**src/ketrq_pkg.sv**
```systemverilog
// Shared types and constants for the key edge, toggle and repeat qualifier.
`timescale 1ns / 1ps
`default_nettype none

package ketrq_pkg;

  // Field widths fixed by the query format
  localparam int OP_W      = 3;
  localparam int KEY_IDX_W = 8;
  localparam int TIME_W    = 32;

  // Default number of keys tracked
  localparam int KEY_COUNT_DEFAULT = 256;

  // Query codes
  localparam logic [OP_W-1:0] OP_LEVEL   = 3'd0;
  localparam logic [OP_W-1:0] OP_REPEAT  = 3'd1;
  localparam logic [OP_W-1:0] OP_PRESS   = 3'd2;
  localparam logic [OP_W-1:0] OP_RELEASE = 3'd3;
  localparam logic [OP_W-1:0] OP_TOGGLE  = 3'd4;

  // Per-key record kept in the key RAM
  typedef struct packed {
    logic              press_seen;
    logic              held_seen;
    logic              toggle_state;
    logic [TIME_W-1:0] last_fire_time;
  } key_entry_t;

  // Outcome of one query: the answer bit and the record to write back
  typedef struct packed {
    logic       answer;
    logic       wr_en;
    key_entry_t entry;
  } query_out_t;

endpackage

`default_nettype wire

```
**src/ketrq_query_logic.sv**
```systemverilog
// Combinational evaluation of one key query against that key's record.
`timescale 1ns / 1ps
`default_nettype none

module ketrq_query_logic (
  input  wire  [ketrq_pkg::OP_W-1:0]   operation,
  input  wire                          in_range,
  input  wire                          level,
  input  wire  [ketrq_pkg::TIME_W-1:0] now_time,
  input  wire  [ketrq_pkg::TIME_W-1:0] repeat_delay,
  input  ketrq_pkg::key_entry_t        entry,
  output ketrq_pkg::query_out_t        result
);

  logic [ketrq_pkg::TIME_W-1:0] elapsed;
  logic                         press_edge;

  // Wrapping elapsed time since the last repeat fire
  assign elapsed    = now_time - entry.last_fire_time;
  assign press_edge = level & ~entry.press_seen;

  always_comb begin
    result.answer = 1'b0;
    result.wr_en  = in_range;
    result.entry  = entry;
    unique case (operation)
      ketrq_pkg::OP_LEVEL: begin
        result.answer = level;
      end
      ketrq_pkg::OP_REPEAT: begin
        if (level && (elapsed > repeat_delay)) begin
          result.entry.last_fire_time = now_time;
          result.answer               = 1'b1;
        end
      end
      ketrq_pkg::OP_PRESS: begin
        result.entry.press_seen = level;
        result.answer           = press_edge;
      end
      ketrq_pkg::OP_RELEASE: begin
        if (level) begin
          result.entry.held_seen = 1'b1;
        end else if (entry.held_seen) begin
          result.entry.held_seen = 1'b0;
          result.answer          = 1'b1;
        end
      end
      ketrq_pkg::OP_TOGGLE: begin
        result.entry.press_seen   = level;
        result.entry.toggle_state = entry.toggle_state ^ press_edge;
        result.answer             = entry.toggle_state ^ press_edge;
      end
      default: begin
        result.wr_en = 1'b0;
      end
    endcase
    // Drop queries for keys beyond the tracked range
    if (!in_range) begin
      result.answer = 1'b0;
      result.wr_en  = 1'b0;
    end
  end

endmodule

`default_nettype wire

```
**config.mk**
```make
export PLATFORM = sky130hd
export DESIGN_NAME = ketrq_query_logic
export DESIGN_NICKNAME = d
export VERILOG_FILES = /design/src/ketrq_pkg.sv /design/src/ketrq_query_logic.sv
export SDC_FILE = /design/constraint.sdc
export NUM_CORES = 1
export LEC_CHECK = 0
export CORE_MARGIN = 2
export CORE_UTILIZATION = 42
export DETAILED_ROUTE_END_ITERATION = 7
export DONT_BUFFER_PORTS = 1
export GPL_TIMING_DRIVEN = 0
export PLACE_DENSITY = 0.62
export SLEW_MARGIN = 20
export SYNTH_ARGS = -nofsm -noshare
export SYNTH_HDL_FRONTEND = slang
export SYNTH_SLANG_ARGS = --single-unit
```
**constraint.sdc**
```tcl
create_clock -name vclk -period 12.1
set_input_delay 0 -clock vclk [all_inputs]
set_output_delay 0 -clock vclk [all_outputs]
set_load 0.01 [all_outputs]
```
==> metrics.cfg <==
[status]
status=completed

[die]
row_count=31
pin_count=141
initial_core_util_pct=43.86
die_x_um=91.50
die_h_um=91.50
core_area_um2=7331
die_area_um2=8372

[sta]
whs_ps=92.90
slew_violations=0
hold_viol=0
finalSetupViolations=0
setup_tns_ps=0
rsz0062_at_grt=false
finalCritPeriodShare_pct=37.20
clock.fmax_ghz=0.2222
worst-slew-pin-transition_ps=495.1
fin_crit_ps=4501
slew_headroom_pct=66.14

[routing]
drt.antenna.violating_nets=0
drcViolationCount=0
vias_per_cell=5.816
wire_per_inst_um=14.73
drt_iter0_drc=166
firstDrtPassIters=4
num_vias=3135
wl_mm=7.941

[final_layout]
register_area_um2=0
final_common_cell=inv_1
seq_cells=0
mostFrequentLayoutCells=69 x inv_1, 63 x ha_1, 38 x a21oi_1
clock_buffer_count=0
diodes=0
area.growth.synth_to_final_pct=3.852
final_nets=610
filler_cell_count=761
drive_gt1_share_pct=13.18
multi_input_area_um2=2856

[power_and_ir_drop]
power_density_nw_per_um2=54.85
p_seq_share_pct=0
pwr-share-clk_pct=0
switching_share_pct=54.85
ir_drop_uv=17.90
power.total_uw=183.2
leakagePower_uw=0.001661
combPwrFrac_pct=100.0
switchingPower_uw=100.5
cellInternalPower_uw=82.70

[logic_synthesis]
syn_nets=608
synth_cells=440
ys_types=63
synth_area_leaders=ha_1 25%, mux2_2 12%, inv_1 8.1%, a21oi_1 5.9%, xnor2_1 5.4%
netlist.top_cell.by_area=ha_1
synth_top_area_share_pct=24.51
ys_seq_area_share_pct=0
avgSynthCellArea_um2=7.308
yosys_warnings=0
syn-cell-area_um2=3216

[critical_path]
path_class=in -> out
cpLargestDelayFamily=compound AO/OA/AOI/OAI gates
cp.depth=20
critPathArrivalTime_ps=4500
worst-path-max-fanout=10
required_ps=12100
endpoint_kind=output port
start_kind=input port
slowest_stage=fa_1
max_stage_delay_ps=420
crit_buf_inv=3
crit_chain=inv_1 > ha_1 > inv_1 > fa_1 > a211oi_1 > o21bai_1 > a31o_2 > a22oi_1 > a2111oi_0 > a31oi_1 > o2111ai_1 > ha_1 > nand4_1 > nor4_1 > nand2_1 > nor4_1 > nor2_1 > o31ai_4 > buf_6 > mux2_2

[worst_hold_path]
hold_path_class=in -> out
hp-start=entry[32]
min_to=result[32]
whs_path_depth=1

[global_routing]
grtUsageMet3_pct=0.8299
grt_pass1_vias=2975
grt_use_met1_pct=24.71
grt.busiest_layer=met2
gr-total-overflow=0
grt_usage_pct=17.84
grt_pass1_wl_mm=12.93
use_met2_pct=31.56
grt_max_degree=11
grt_antenna_before_repair=0

[cts]
ctsResizeCount=0
cts_hold_buf=0
cts_setup_buffers=0

[flow_run]
max-cap-violations=0

[placement]
port_buffers=0
place_congestion=0.9045
hpwl_mm=6.895

-- power groups by stage --
| stage | clock network, µW | registers (µW) | logic [µW] |
|---|---|---|---|
| floorplan | 0 | 0 | 150 |
| global placement | 0 | 0 | 178 |
| detailed placement | 0 | 0 | 182 |
| CTS | 0 | 0 | 183 |
| global route | 0 | 0 | 209 |
| finish | 0 | 0 | 183 |
-- stage by stage --
stage	utilization [%]	worst slack, ps	cells	cell area, µm²
after floorplan	-	8221	440	3216
after global placement	45.55	7689	539	3339
after detailed placement	45.55	7654	539	3339
after CTS	45.55	7619	539	3339
after global routing	45.55	7216	539	3339
final	45.55	7599	539	3339
-- worst max-delay path by stage --
stage | slack, ps | endpoint | from
floorplan | 8220 | result[7] | now_time[0]
global placement | 7690 | result[21] | now_time[0]
global route | 7220 | result[19] | now_time[0]
CTS | 7620 | result[13] | now_time[0]
finish | 7600 | result[13] | now_time[0]
detailed placement | 7650 | result[13] | now_time[0]
-- synthesized netlist by cell type (2+ instances only) --
cell / n
nor2b_1: 5
xor2_1: 10
clkbuf_2: 3
mux2_2: 33
o21a_1: 7
o31ai_4: 2
nand3_1: 12
nand4_1: 8
nand2b_1: 2
a21oi_1: 38
inv_1: 69
a31oi_1: 4
o31a_1: 2
a21o_1: 16
nor4_1: 6
o2111ai_1: 2
buf_4: 3
nor4b_1: 2
o21bai_1: 3
xnor2_1: 20
o31ai_1: 2
nand2_1: 28
buf_6: 4
o21ai_0: 19
nor3_1: 4
o211ai_1: 3
a211oi_1: 6
nand3b_1: 2
a31o_2: 3
and3_1: 4
nor2_1: 23
or3_4: 2
ha_1: 63
-- cell type report --
| cell class | count | area share [%] |
|---|---|---|
| multi-input cells | 359 | 85.54 |
| inverters | 69 | 7.756 |
| well taps | 99 | 3.709 |
| plain buffers | 12 | 2.997 |
-- routing by layer --
| metal | routed length (µm) | up-vias |
|---|---|---|
| li1 | - | 1591 |
| met1 | 3613 | 1407 |
| met2 | 3721 | 127 |
| met3 | 527 | 10 |
| met4 | 80 | 0 |
| met5 | 0 | - |
-- logic make-up (layout without fill, tap and decap cells) --
family	Yosys count	count (layout)	share of synthesized area, %
AO/OA/AOI/OAI	122	122	25.72
AND/OR/NAND/NOR	109	109	17.90
XOR/XNOR	30	30	8.171
adder cells (fa/ha/maj)	64	64	25.14
buffers and inverters	81	81	11.17
multiplexers	34	34	11.91
Power figures use the tool's default switching activity.
